File: config.mk
export PLATFORM = sky130hd
export DESIGN_NAME = integer_to_radix_text_core
export DESIGN_NICKNAME = d
export VERILOG_FILES = /design/src/sv/i2rt_pkg.sv /design/src/sv/i2rt_ctrl.sv /design/src/sv/i2rt_datapath.sv /design/src/sv/integer_to_radix_text_core.sv
export SDC_FILE = /design/constraint.sdc
export NUM_CORES = 1
export LEC_CHECK = 0
export BUFFER_PORTS_ARGS = -buffer_cell sky130_fd_sc_hd__buf_4
export CELL_PAD_IN_SITES_DETAIL_PLACEMENT = 0
export CELL_PAD_IN_SITES_GLOBAL_PLACEMENT = 1
export CORE_ASPECT_RATIO = 1.4
export CORE_MARGIN = 2
export CORE_UTILIZATION = 53
export CTS_BUF_LIST = sky130_fd_sc_hd__clkbuf_4
export DETAILED_ROUTE_END_ITERATION = 10
export GPL_TIMING_DRIVEN = 0
export PLACE_DENSITY = 0.86
export SYNTH_ARGS = -nofsm -noshare
export SYNTH_HDL_FRONTEND = slang
export SYNTH_SLANG_ARGS = --single-unit
File: constraint.sdc
create_clock -name clock -period 20.8 [get_ports clock]
set_input_delay 0 -clock clock [delete_from_list [all_inputs] [get_ports clock]]
set_output_delay 0 -clock clock [all_outputs]
set_load 0.01 [all_outputs]
File: src/sv/i2rt_pkg.sv
// Shared types, constants and helpers for the integer to radix text converter.
package i2rt_pkg;

   // Width of the signed value that is converted.
   localparam int VALUE_WIDTH = 32;
   // Width of the radix field and of one stored digit.
   localparam int RADIX_W = 6;
   localparam int FLAGS_W = 4;
   localparam int CHAR_W = 7;
   // Quotient bits resolved per divide cycle; VALUE_WIDTH is a multiple of it.
   localparam int DIV_STEPS = 8;
   localparam int DIV_CHUNKS = VALUE_WIDTH / DIV_STEPS;
   localparam int CHUNK_W = (DIV_CHUNKS > 1) ? $clog2(DIV_CHUNKS) : 1;
   // Digit stack depth: base 2 gives at most VALUE_WIDTH digits.
   localparam int DIG_DEPTH = VALUE_WIDTH;
   localparam int DIG_AW = $clog2(DIG_DEPTH);
   localparam int DIG_CW = $clog2(DIG_DEPTH + 1);
   // Prefix and sign: "#<" two digits ">" and one sign character.
   localparam int HEAD_MAX = 6;
   localparam int HEAD_W = $clog2(HEAD_MAX + 1);

   // Format flag bit positions.
   localparam int FLAG_PLUS = 0;
   localparam int FLAG_SPACE = 1;
   localparam int FLAG_PREFIX = 2;
   localparam int FLAG_UPPER = 3;

   // Radix limits and the bases with letter prefixes.
   localparam logic [RADIX_W-1:0] RADIX_MIN = 6'd2;
   localparam logic [RADIX_W-1:0] RADIX_MAX = 6'd36;
   localparam logic [RADIX_W-1:0] RADIX_BIN = 6'd2;
   localparam logic [RADIX_W-1:0] RADIX_OCT = 6'd8;
   localparam logic [RADIX_W-1:0] RADIX_DEC = 6'd10;
   localparam logic [RADIX_W-1:0] RADIX_HEX = 6'd16;

   // Digit indexes of the prefix letters b, o and x.
   localparam logic [RADIX_W-1:0] DIGIT_B = 6'd11;
   localparam logic [RADIX_W-1:0] DIGIT_O = 6'd24;
   localparam logic [RADIX_W-1:0] DIGIT_X = 6'd33;

   // ASCII codes.
   localparam logic [CHAR_W-1:0] CH_NUL = 7'h00;
   localparam logic [CHAR_W-1:0] CH_SPACE = 7'h20;
   localparam logic [CHAR_W-1:0] CH_HASH = 7'h23;
   localparam logic [CHAR_W-1:0] CH_PLUS = 7'h2B;
   localparam logic [CHAR_W-1:0] CH_MINUS = 7'h2D;
   localparam logic [CHAR_W-1:0] CH_ZERO = 7'h30;
   localparam logic [CHAR_W-1:0] CH_LT = 7'h3C;
   localparam logic [CHAR_W-1:0] CH_GT = 7'h3E;
   localparam logic [CHAR_W-1:0] CH_UPPER_A = 7'h41;
   localparam logic [CHAR_W-1:0] CH_LOWER_A = 7'h61;

   typedef struct packed {
      logic signed [VALUE_WIDTH-1:0] value;
      logic [RADIX_W-1:0]            radix;
      logic [FLAGS_W-1:0]            format_flags;
   } req_type;

   typedef struct packed {
      logic [CHAR_W-1:0] text_char;
      logic              last;
      logic              bad_radix;
   } rsp_type;

   typedef enum logic [1:0] {
      ST_IDLE,
      ST_DIVIDE,
      ST_EMIT
   } state_type;

   // Controller to datapath.
   typedef struct packed {
      logic load;
      logic div_step;
      logic emit;
   } cmd_type;

   // Datapath to controller.
   typedef struct packed {
      logic bad;
      logic div_done;
      logic emit_last;
      logic out_free;
   } status_type;

   // Map a digit value 0..35 to its ASCII character.
   function automatic logic [CHAR_W-1:0] digit_char(input logic [RADIX_W-1:0] d,
                                                    input logic upper);
      logic [CHAR_W-1:0] d_ext;
      d_ext = {1'b0, d};
      if (d < RADIX_DEC) begin
         return CH_ZERO + d_ext;
      end else if (upper) begin
         return CH_UPPER_A + d_ext - {1'b0, RADIX_DEC};
      end else begin
         return CH_LOWER_A + d_ext - {1'b0, RADIX_DEC};
      end
   endfunction

endpackage

File: src/sv/i2rt_ctrl.sv
// Sequencing state machine: accept, divide out digits, emit characters.
module i2rt_ctrl (
   input  logic                 clock,
   input  logic                 reset,
   input  logic                 req_valid,
   output logic                 req_ready,
   input  i2rt_pkg::status_type status,
   output i2rt_pkg::cmd_type    cmd
);
   import i2rt_pkg::*;

   state_type state_ff;
   state_type state_in;

   // Hold the state.
   always_ff @(posedge clock) begin
      if (reset) begin
         state_ff <= ST_IDLE;
      end else begin
         state_ff <= state_in;
      end
   end

   // Advance the state.
   always_comb begin
      state_in = state_ff;
      case (state_ff)
         ST_IDLE: begin
            if (req_valid) begin
               state_in = ST_DIVIDE;
            end
         end
         ST_DIVIDE: begin
            if (status.bad || status.div_done) begin
               state_in = ST_EMIT;
            end
         end
         ST_EMIT: begin
            if (status.out_free && status.emit_last) begin
               state_in = ST_IDLE;
            end
         end
         default: begin
            state_in = ST_IDLE;
         end
      endcase
   end

   // Drive commands.
   always_comb begin
      req_ready = 1'b0;
      cmd = '0;
      case (state_ff)
         ST_IDLE: begin
            req_ready = 1'b1;
            cmd.load = req_valid;
         end
         ST_DIVIDE: begin
            cmd.div_step = !status.bad;
         end
         ST_EMIT: begin
            cmd.emit = status.out_free;
         end
         default: begin
            req_ready = 1'b0;
         end
      endcase
   end

endmodule

File: src/sv/i2rt_datapath.sv
// Divider, digit stack, prefix builder and output register.
module i2rt_datapath (
   input  logic                 clock,
   input  logic                 reset,
   input  i2rt_pkg::req_type    req_data,
   input  i2rt_pkg::cmd_type    cmd,
   output i2rt_pkg::status_type status,
   input  logic                 rsp_ready,
   output logic                 rsp_valid,
   output i2rt_pkg::rsp_type    rsp_data
);
   import i2rt_pkg::*;

   // Conversion registers.
   logic [VALUE_WIDTH-1:0] quo_ff, quo_in;
   logic [RADIX_W-1:0]     rem_ff, rem_in;
   logic [RADIX_W-1:0]     base_ff, base_in;
   logic [FLAGS_W-1:0]     flags_ff, flags_in;
   logic                   neg_ff, neg_in;
   logic [CHUNK_W-1:0]     cnt_ff, cnt_in;
   logic [DIG_CW-1:0]      nd_ff, nd_in;
   logic [HEAD_W-1:0]      hp_ff, hp_in;
   logic                   rsp_valid_ff, rsp_valid_in;
   rsp_type                rsp_ff, rsp_in;

   // Digit stack, least significant digit at the bottom.
   logic [RADIX_W-1:0] dig_mem [DIG_DEPTH];
   // Registered top of the stack.
   logic [RADIX_W-1:0] dig_rd_ff;

   // Combinational helpers.
   logic [VALUE_WIDTH-1:0] mag;
   logic [VALUE_WIDTH-1:0] q_next;
   logic [RADIX_W-1:0]     r_next;
   logic [RADIX_W:0]       r_wide;
   logic                   chunk_last;
   logic                   bad;
   logic                   upper;
   logic [CHAR_W-1:0]      head [HEAD_MAX];
   logic [HEAD_W-1:0]      head_len;
   logic [CHAR_W-1:0]      tens_char;
   logic [CHAR_W-1:0]      ones_char;
   logic [RADIX_W-1:0]     ones_val;
   logic [RADIX_W-1:0]     tens_val;
   logic [DIG_CW-1:0]      nd_dec;
   logic [DIG_AW-1:0]      rd_idx;
   logic [CHAR_W-1:0]      emit_char;
   logic                   emit_last;
   logic                   out_free;

   assign mag = req_data.value[VALUE_WIDTH-1] ? (~req_data.value + 1'b1) : req_data.value;
   assign bad = (base_ff < RADIX_MIN) || (base_ff > RADIX_MAX);
   assign upper = flags_ff[FLAG_UPPER];
   assign chunk_last = (cnt_ff == CHUNK_W'(DIV_CHUNKS - 1));
   assign out_free = !rsp_valid_ff || rsp_ready;
   assign nd_dec = nd_ff - 1'b1;
   // Top of the stack as it stands after this edge.
   assign rd_idx = nd_in[DIG_AW-1:0] - 1'b1;

   // Resolve DIV_STEPS quotient bits by restoring division.
   always_comb begin
      q_next = quo_ff;
      r_next = rem_ff;
      r_wide = '0;
      for (int i = 0; i < DIV_STEPS; i++) begin
         r_wide = {r_next, q_next[VALUE_WIDTH-1]};
         q_next = {q_next[VALUE_WIDTH-2:0], 1'b0};
         if (r_wide >= {1'b0, base_ff}) begin
            r_wide = r_wide - {1'b0, base_ff};
            q_next[0] = 1'b1;
         end
         r_next = r_wide[RADIX_W-1:0];
      end
   end

   // Split the base into decimal digits for the generic prefix.
   always_comb begin
      if (base_ff >= 6'd30) begin
         tens_val = 6'd3;
      end else if (base_ff >= 6'd20) begin
         tens_val = 6'd2;
      end else if (base_ff >= 6'd10) begin
         tens_val = 6'd1;
      end else begin
         tens_val = 6'd0;
      end
      ones_val = base_ff - RADIX_W'(tens_val * RADIX_DEC);
      tens_char = CH_ZERO + {1'b0, tens_val};
      ones_char = CH_ZERO + {1'b0, ones_val};
   end

   // Build the prefix and sign characters.
   always_comb begin
      for (int i = 0; i < HEAD_MAX; i++) begin
         head[i] = CH_NUL;
      end
      head_len = '0;
      if (flags_ff[FLAG_PREFIX]) begin
         if (base_ff == RADIX_BIN) begin
            head[0] = CH_HASH;
            head[1] = digit_char(DIGIT_B, upper);
            head_len = HEAD_W'(2);
         end else if (base_ff == RADIX_OCT) begin
            head[0] = CH_HASH;
            head[1] = digit_char(DIGIT_O, upper);
            head_len = HEAD_W'(2);
         end else if (base_ff == RADIX_HEX) begin
            head[0] = CH_HASH;
            head[1] = digit_char(DIGIT_X, upper);
            head_len = HEAD_W'(2);
         end else if (base_ff != RADIX_DEC) begin
            head[0] = CH_HASH;
            head[1] = CH_LT;
            if (base_ff >= RADIX_DEC) begin
               head[2] = tens_char;
               head[3] = ones_char;
               head[4] = CH_GT;
               head_len = HEAD_W'(5);
            end else begin
               head[2] = ones_char;
               head[3] = CH_GT;
               head_len = HEAD_W'(4);
            end
         end
      end
      if (neg_ff) begin
         head[head_len] = CH_MINUS;
         head_len = head_len + 1'b1;
      end else if (flags_ff[FLAG_PLUS]) begin
         head[head_len] = CH_PLUS;
         head_len = head_len + 1'b1;
      end else if (flags_ff[FLAG_SPACE]) begin
         head[head_len] = CH_SPACE;
         head_len = head_len + 1'b1;
      end
   end

   // Select the next character: error marker, prefix and sign, then digits.
   always_comb begin
      if (bad) begin
         emit_char = CH_NUL;
         emit_last = 1'b1;
      end else if (hp_ff < head_len) begin
         emit_char = head[hp_ff];
         emit_last = 1'b0;
      end else begin
         emit_char = digit_char(dig_rd_ff, upper);
         emit_last = (nd_ff == DIG_CW'(1));
      end
   end

   // Next values of the registers.
   always_comb begin
      quo_in = quo_ff;
      rem_in = rem_ff;
      base_in = base_ff;
      flags_in = flags_ff;
      neg_in = neg_ff;
      cnt_in = cnt_ff;
      nd_in = nd_ff;
      hp_in = hp_ff;
      rsp_in = rsp_ff;
      rsp_valid_in = rsp_valid_ff;
      if (rsp_ready) begin
         rsp_valid_in = 1'b0;
      end
      if (cmd.load) begin
         quo_in = mag;
         rem_in = '0;
         base_in = req_data.radix;
         flags_in = req_data.format_flags;
         neg_in = req_data.value[VALUE_WIDTH-1];
         cnt_in = '0;
         nd_in = '0;
         hp_in = '0;
      end
      if (cmd.div_step) begin
         quo_in = q_next;
         if (chunk_last) begin
            rem_in = '0;
            cnt_in = '0;
            nd_in = nd_ff + 1'b1;
         end else begin
            rem_in = r_next;
            cnt_in = cnt_ff + 1'b1;
         end
      end
      if (cmd.emit) begin
         rsp_valid_in = 1'b1;
         rsp_in.text_char = emit_char;
         rsp_in.last = emit_last;
         rsp_in.bad_radix = bad;
         if (!bad) begin
            if (hp_ff < head_len) begin
               hp_in = hp_ff + 1'b1;
            end else begin
               nd_in = nd_dec;
            end
         end
      end
   end

   // Hold control registers.
   always_ff @(posedge clock) begin
      if (reset) begin
         rsp_valid_ff <= 1'b0;
         cnt_ff <= '0;
         nd_ff <= '0;
         hp_ff <= '0;
      end else begin
         rsp_valid_ff <= rsp_valid_in;
         cnt_ff <= cnt_in;
         nd_ff <= nd_in;
         hp_ff <= hp_in;
      end
   end

   // Hold payload registers.
   always_ff @(posedge clock) begin
      quo_ff <= quo_in;
      rem_ff <= rem_in;
      base_ff <= base_in;
      flags_ff <= flags_in;
      neg_ff <= neg_in;
      rsp_ff <= rsp_in;
   end

   // Push a finished digit onto the stack and register the new top.
   always_ff @(posedge clock) begin
      if (cmd.div_step && chunk_last) begin
         dig_mem[nd_ff[DIG_AW-1:0]] <= r_next;
         dig_rd_ff <= r_next;
      end else begin
         dig_rd_ff <= dig_mem[rd_idx];
      end
   end

   assign status.bad = bad;
   assign status.div_done = chunk_last && (q_next == '0);
   assign status.emit_last = emit_last;
   assign status.out_free = out_free;
   assign rsp_valid = rsp_valid_ff;
   assign rsp_data = rsp_ff;

endmodule

File: src/sv/integer_to_radix_text_core.sv
// Flow: an accept step, then each digit is divided out in the restoring divider
// (8 quotient bits a cycle), then the characters are emitted while the output is free.
// Throughput: one item at a time; a new request is taken only once the last
// character of the previous one has been loaded into the output register.
// Reset clears the controller, the datapath counters and the output valid; no clearing pass.
// Top level of the integer to radix text converter.
module integer_to_radix_text_core (
   input  logic              clock,
   input  logic              reset,
   input  logic              req_valid,
   output logic              req_ready,
   input  i2rt_pkg::req_type req_data,
   output logic              rsp_valid,
   input  logic              rsp_ready,
   output i2rt_pkg::rsp_type rsp_data
);
   import i2rt_pkg::*;

   cmd_type    cmd;
   status_type status;

   // Sequence the conversion.
   i2rt_ctrl u_ctrl (
      .clock     (clock),
      .reset     (reset),
      .req_valid (req_valid),
      .req_ready (req_ready),
      .status    (status),
      .cmd       (cmd)
   );

   // Compute digits and drive characters.
   i2rt_datapath u_datapath (
      .clock     (clock),
      .reset     (reset),
      .req_data  (req_data),
      .cmd       (cmd),
      .status    (status),
      .rsp_ready (rsp_ready),
      .rsp_valid (rsp_valid),
      .rsp_data  (rsp_data)
   );

`ifndef SYNTHESIS
   // An error result is the only character of its conversion.
   a_bad_is_last: assert property (@(posedge clock) disable iff (reset)
      rsp_valid && rsp_data.bad_radix |-> rsp_data.last)
      else $error("bad_radix result without last");

   // An error result carries the zero character.
   a_bad_char: assert property (@(posedge clock) disable iff (reset)
      rsp_valid && rsp_data.bad_radix |-> rsp_data.text_char == CH_NUL)
      else $error("bad_radix result with nonzero character");

   // No new item right after a transfer in.
   a_one_at_a_time: assert property (@(posedge clock) disable iff (reset)
      req_valid && req_ready |=> !req_ready)
      else $error("input taken while a conversion is running");
`endif

endmodule
* Word-level counts from Yosys, hierarchy flattened
Memories as Yosys holds them, arrays and structs flattened. A register that Yosys moved wholly into a read port is not among the register bits.
Cells that the tools add are included.
** Word-level totals
- Flip-flop bits (word level) :: 72
- Bits in read-only memories :: 0
- Logic and storage cells :: 178
- Output and inout bits :: 11
- RAM bits :: 192
- Input port bits :: 46
- Latch bits :: 0
- Memories kept :: 1
** Memories
- u_datapath.dig_mem :: words 32, width 6, read ports 1, clocked after Yosys merged registers in 1, write ports 1, RTL line i2rt_datapath.sv:27 : logic [RADIX_W-1:0] dig_mem [DIG_DEPTH];
** Cells by class
- Eq/ne operators :: 11
- Bitwise logic cells :: 12
- Muxes and demuxes :: 85
- Divide/modulo/power cells :: 0
- Shift operators :: 0
- Order comparisons :: 18
- Reductions and logical operators :: 14
- Add/subtract/negate cells :: 23
- Multiply operators :: 1
** Operators by type and width (number)
- 6-bit two-way mux :: 23
- 42-bit two-way mux :: 3
- 32-bit two-way mux :: 3
- 21-bit two-way mux :: 3
- 7-bit by 6-bit greater-or-equal comparator with 1-bit output :: 8
- 14-bit two-way mux :: 4
- 6-bit subtractor :: 9
- 24-bit bitwise OR :: 2
- 7-bit two-way mux :: 6
- 18-bit bitwise AND :: 2
- 36-bit bitwise AND :: 1
- 3-bit two-way mux :: 12
- 18-bit NOT :: 2
- 36-bit NOT :: 1
- 35-bit two-way mux :: 1
- 34-bit two-way mux :: 1
- 32-bit by 1-bit adder with 32-bit output, second input constant :: 1
- 32-bit zero test :: 1
- 32-bit NOT :: 1
- 6-bit by 6-bit adder with 7-bit output, first input constant :: 3
- 7-bit binary-select mux with 3-bit select :: 1
- 7-bit demux with 3-bit select :: 1
- 1-bit two-way mux :: 20
- 7-bit by 6-bit adder with 7-bit output, first input constant :: 2
- other kinds (34) :: 53

* Logic depth before layout (Yosys ltp)
- Depth after elaboration :: 21
- Gate-level depth with buffers :: 85
- Gate-level depth less buffers :: 79

* By module
From an unflattened synthesis, not the netlist that was laid out.
** Second synthesis, totals
- Cell total of the unflattened synthesis :: 1285
- Area total of the unflattened synthesis :: 15416.0 um2
** Modules (own cells, without submodules)
- i2rt_datapath :: sequential area each 7867.5 um2, instances 1, area each 15307.2 um2, cells each 1271
- i2rt_ctrl :: sequential area each 40.0 um2, instances 1, area each 108.9 um2, cells each 14

* Worst setup path after synthesis
No wires, ideal clock.
- Kind :: reg-to-reg
- Start point :: register u_datapath.base_ff[1]
- End point :: memory u_datapath.dig_mem[0][0], data pin
- Setup time :: 0.389 ns
- Period minus slack after synthesis :: 18.497 ns
- Cell stages (with the launch flop) :: 82
- Buffers on the path :: 6
- Arrival time :: 18.108 ns
- Data required time :: 20.411 ns
- Path slack :: 2.303 ns
- Cell sequence :: edfxtp_1 > clkbuf_1 > inv_1 > ha_1 > a21o_1 > a31oi_1 > o21a_1 > buf_2 > mux2_2 > ha_1 > and4_1 > or3_1 > o32ai_1 > o211ai_1 > buf_2 > buf_1 > o21ai_0 > inv_1 > [46 not listed] > o21a_1 > o21ai_0 > nand2_1 > a31oi_1 > nand4_1 > nand2_1 > mux2i_1 > ha_1 > a21o_1 > a21o_1 > a21o_1 > a21o_1 > a31o_2 > a21o_1 > a211o_1 > a21oi_1 > a31o_2 > mux2i_1
** On the way
- Longest elaborated chain between the ends :: 16
- Elaborated cells on any way between the ends :: 23
- Those cells by class :: add/sub (7); order compare (8); mux (8)
** RTL lines
- start: declaration :: RTL line i2rt_datapath.sv:17 : logic [RADIX_W-1:0] base_ff, base_in;
- start signal: assignment :: RTL line i2rt_datapath.sv:222 : base_ff <= base_in;
- 6-bit subtractor / 7-bit by 6-bit greater-or-equal comparator with 1-bit output (equally long branches) :: RTL line i2rt_datapath.sv:69, i2rt_datapath.sv:68
- 6-bit two-way mux :: RTL line i2rt_datapath.sv:68 : if (r_wide >= {1'b0, base_ff}) begin
- 6-bit subtractor / 7-bit by 6-bit greater-or-equal comparator with 1-bit output (equally long branches) :: RTL line i2rt_datapath.sv:69, i2rt_datapath.sv:68
- 6-bit two-way mux :: RTL line i2rt_datapath.sv:68
- 6-bit subtractor / 7-bit by 6-bit greater-or-equal comparator with 1-bit output (equally long branches) :: RTL line i2rt_datapath.sv:69, i2rt_datapath.sv:68
- 6-bit two-way mux :: RTL line i2rt_datapath.sv:68
- 6-bit subtractor / 7-bit by 6-bit greater-or-equal comparator with 1-bit output (equally long branches) :: RTL line i2rt_datapath.sv:69, i2rt_datapath.sv:68
- 6-bit two-way mux :: RTL line i2rt_datapath.sv:68
- 6-bit subtractor / 7-bit by 6-bit greater-or-equal comparator with 1-bit output (equally long branches) :: RTL line i2rt_datapath.sv:69, i2rt_datapath.sv:68
- 6-bit two-way mux :: RTL line i2rt_datapath.sv:68
- 7-bit by 6-bit greater-or-equal comparator with 1-bit output / 6-bit subtractor (equally long branches) :: RTL line i2rt_datapath.sv:68, i2rt_datapath.sv:69
- 6-bit two-way mux :: RTL line i2rt_datapath.sv:68
- 6-bit subtractor / 7-bit by 6-bit greater-or-equal comparator with 1-bit output (equally long branches) :: RTL line i2rt_datapath.sv:69, i2rt_datapath.sv:68
- 6-bit two-way mux :: RTL line i2rt_datapath.sv:68
- 7-bit by 6-bit greater-or-equal comparator with 1-bit output (*) :: RTL line i2rt_datapath.sv:68
- 6-bit two-way mux (*) :: RTL line i2rt_datapath.sv:68
- net u_datapath.r_wide[0] :: RTL line i2rt_datapath.sv:35 : logic [RADIX_W:0] r_wide;
- end: declaration :: RTL line i2rt_datapath.sv:27
Mark *: on every way through the listed nets, which the timed path passes. The rest lies on a longest branch.

* Worst setup path in the final report
- Start point :: register u_datapath.base_ff[4]
- End point :: memory u_datapath.dig_mem[31][4], data pin
** On the way
- Longest elaborated chain between the ends :: 16
- Elaborated cells on any way between the ends :: 24
- Those cells by class :: add/sub (8); order compare (8); mux (8)
** RTL lines (RTL line)
- 6-bit subtractor / 7-bit by 6-bit greater-or-equal comparator with 1-bit output (equally long branches) :: i2rt_datapath.sv:69, i2rt_datapath.sv:68
- 6-bit two-way mux :: i2rt_datapath.sv:68
- 6-bit subtractor / 7-bit by 6-bit greater-or-equal comparator with 1-bit output (equally long branches) :: i2rt_datapath.sv:69, i2rt_datapath.sv:68
- 6-bit two-way mux :: i2rt_datapath.sv:68
- 7-bit by 6-bit greater-or-equal comparator with 1-bit output / 6-bit subtractor (equally long branches) :: i2rt_datapath.sv:68, i2rt_datapath.sv:69
- 6-bit two-way mux :: i2rt_datapath.sv:68
- 6-bit subtractor / 7-bit by 6-bit greater-or-equal comparator with 1-bit output (equally long branches) :: i2rt_datapath.sv:69, i2rt_datapath.sv:68
- 6-bit two-way mux :: i2rt_datapath.sv:68
- 6-bit subtractor / 7-bit by 6-bit greater-or-equal comparator with 1-bit output (equally long branches) :: i2rt_datapath.sv:69, i2rt_datapath.sv:68
- 6-bit two-way mux :: i2rt_datapath.sv:68
- 6-bit subtractor / 7-bit by 6-bit greater-or-equal comparator with 1-bit output (equally long branches) :: i2rt_datapath.sv:69, i2rt_datapath.sv:68
- 6-bit two-way mux :: i2rt_datapath.sv:68
- 7-bit by 6-bit greater-or-equal comparator with 1-bit output / 6-bit subtractor (equally long branches) :: i2rt_datapath.sv:68, i2rt_datapath.sv:69
- 6-bit two-way mux :: i2rt_datapath.sv:68
- 6-bit subtractor / 7-bit by 6-bit greater-or-equal comparator with 1-bit output (equally long branches) :: i2rt_datapath.sv:69, i2rt_datapath.sv:68
- 6-bit two-way mux (*) :: i2rt_datapath.sv:68
- net u_datapath.r_wide[4] :: i2rt_datapath.sv:35
Marked as above.

==> impl_metrics.ini <==
[outcome]
outcome = complete, no violations

[clock_tree]
clock-root-buffer = clkbuf_4
clkTransAtPathRegs_ns = 0.07
h-tree-depth = 2
cts-buffers-inserted = 58
tritoncts_clock_tree = built
clockBufferDepth = 3
numClockSinks = 269
worstSkewPairLatency_ns = 0.73

[place]
detail_placement_hpwl_um = 28070
global_placement_routability_congestion = 0.8777
place_worst_setup_slack_ns = -1.211
place.detailed.instances = 1679
buffer_ports.inserted = 56

[cells_and_area]
most-common-layout-cells = edfxtp_1 (250), nor2_1 (104), nand2_1 (99)
final_net_count = 1591
layout_stage_area_growth_over_the_synthesis_result_pct = 18.62
final_common_cell = edfxtp_1
drive_gt1_share_pct = 20.33
final_cells = 1891

[hold_path]
timing.hold.worst.class = in -> reg

[route]
avgViaCountPerCell = 5.941
drtIter0Drc = 855
dr_vias = 11235
routed_wire_length_um = 39680
antenna_violating_nets_post_route = 0
detail_route.drc_violations = 0
firstDrtPassIters = 5
routedWlPerCell_um = 20.98

[timing]
worst_slew_pin_slew_ns = 1.158
report.final.setup_viol = 0
timing.clock.skew_ns = 0.05962
post-route-worst-setup-slack_ns = 1.008
slew_violations = 0
maxClockFrequency_mhz = 50.53
fin_crit_sh_pct = 95.15
headroom_to_the_max_slew_limit_pct = 22.83
final-hold-violation-count = 0
final.min_clock_period_ns = 19.79

[global_routing]
grt_overflow_total = 0
grt_first_pass_wirelength_um = 60440
grt_antenna_before_repair = 1
grt_pass1_vias = 11285
track_usage_pct = 26.44
largest_net_degree_at_the_start_of_global_routing = 39

[setup_path]
critical_path.most_common_cell = ha_1
critical_path.n_buffers_inverters = 9
path_delay_family = compound AO/OA/AOI/OAI gates
cp-end-kind = flip-flop
critical_path_class = reg -> reg
cp_data_required_time_ns = 21.30
path_max_fanout = 31
timing.critical_path.arrival_ns = 20.30
critPathSlowestCell = edfxtp_1
critical_path.max_stage_delay_ns = 0.50
cp-start-kind = flip-flop

[floorplanning]
floorplan.core_area_um2 = 28310
floorplan.initialDensity_pct = 53.77
die_y_um = 204.5
die_area_um2 = 30120
boundaryPins = 57
floorplan.die.width_um = 147.3
num_rows = 73

[synthesis]
ys_types = 77
synth.avg_cell_area_um2 = 12.23
synthesis.nets = 1370
ys.warnings.count = 0
ys_dominant_reg_cell = edfxtp_1
asyncSetResetFlopFracSynth_pct = 0
count_of_flip_flops_with_a_built_in_enable_after_synthesis = 250
syn_area_um2 = 15230
total_of_flip_flops_plus_latches_after_synthesis = 269
synthCells = 1245
synth_sequential_area_ratio_pct = 51.80

[job]
cap_violations = 0
cell usage after synthesis (all sizes together) (18+ instances only):
master / instances / area share, %
a21o: 19 / 0.94
a21oi: 56 / 1.8
clkbuf: 35 / 0.86
dfxtp: 19 / 2.5
edfxtp: 250 / 49
ha: 70 / 5.8
inv: 53 / 1.3
mux2i: 18 / 1.2
mux4: 60 / 8.9
nand2: 101 / 2.5
nand3: 20 / 0.66
nor2: 104 / 2.6
o21ai: 82 / 2.7
xnor2: 25 / 1.4
xor2: 38 / 2.2
state kept, by name (all words and copies together) (netlist names), named ones only:
signal / cells
u_datapath.cnt_ff: 2
u_ctrl.state_ff: 2
u_datapath.quo_ff: 32
u_datapath.nd_ff: 6
u_datapath.rsp_valid: 1
u_datapath.base_ff: 6
u_datapath.flags_ff: 4
u_datapath.rsp_data: 9
u_datapath.rem_ff: 6
u_datapath.dig_mem: 192
u_datapath.neg_ff: 1
u_datapath.hp_ff: 3
repair_timing:
item	4_1_cts	5_1_grt
buffers inserted	6	22
pin swaps	0	1
hold endpoints to repair	66	0
resized for setup	12	20
hold buffers	77	0
setup endpoints to repair	201	201
kinds of logic (layout without fill, tap and decap cells):
logic type,count (synthesis),after routing,synth area share [%]
buffers and inverters,100,370,2.498
other,0,1,0
adders and majority gates,82,82,7.133
AOI/OAI and AO/OA,283,283,12.42
and+or+nand+nor,358,358,11.58
DFF,269,269,51.80
xor gates and xnor gates,63,63,3.624
muxes,90,90,10.95
path summary, 6_finish.rpt:
path / start / end / slack [ns] / depth (start not counted)
hold / removal: reset / u_datapath.hp_ff[1] / 0.06 / 3
hold reg to reg: u_datapath.cnt_ff[1] / u_datapath.cnt_ff[1] / 0.48 / 2
setup / recovery: u_datapath.base_ff[4] / u_datapath.dig_mem[31][4] / 1.01 / 82
setup reg to reg: u_datapath.base_ff[4] / u_datapath.dig_mem[31][4] / 1.01 / 82
metrics by stage:
| stage | hold WS [ns] | cell area [µm²] | util, % | TNS (ns) |
|---|---|---|---|---|
| 6_report | 0.06017 | 18060 | 63.79 | 0 |
| 3_5_place_dp | 0.1793 | 16180 | 57.15 | -193.23 |
| 4_1_cts | 0.01361 | 17800 | 62.87 | 0 |
| 5_1_grt | 0.04123 | 18060 | 63.79 | -3.863 |
| 3_3_place_gp | 0.1784 | 16120 | 56.92 | -288.10 |
| 2_1_floorplan | 0.06907 | 15230 | - | 0 |
layer usage:
metal	GRT usage, %	up-vias	wire [µm]
met5	0	-	0
met4	13.77	0	2053
met3	3.408	103	1785
met2	50.55	368	21780
met1	28.21	5492	14060
li1	-	5272	-
final cells by class:
type / count / area, µm²
Clock inverter: 32 / 158.9
Antenna cell: 1 / 2.502
Timing Repair Buffer: 164 / 1484
Sequential cell: 269 / 7888
Fill cell: 2228 / 10250
Tap cell: 375 / 469.2
Multi-Input combinational cell: 876 / 7092
Buffer: 44 / 171.4
Inverter: 53 / 217.7
Clock buffer: 77 / 578.1
worst reg2reg max path, delay by kind of cell (launching register included):
family	cells	cell delay, ns
AO/OA/AOI/OAI	41	9.44
AND/OR/NAND/NOR	21	4.21
adder cells (fa/ha/maj)	8	2.52
buffers and inverters	9	1.84
multiplexers	3	1.05
flip-flops	1	0.50
Power is left out: the tool's default activity adds up to more than one toggle a clock period on the data nets, which glitch-free logic cannot reach.
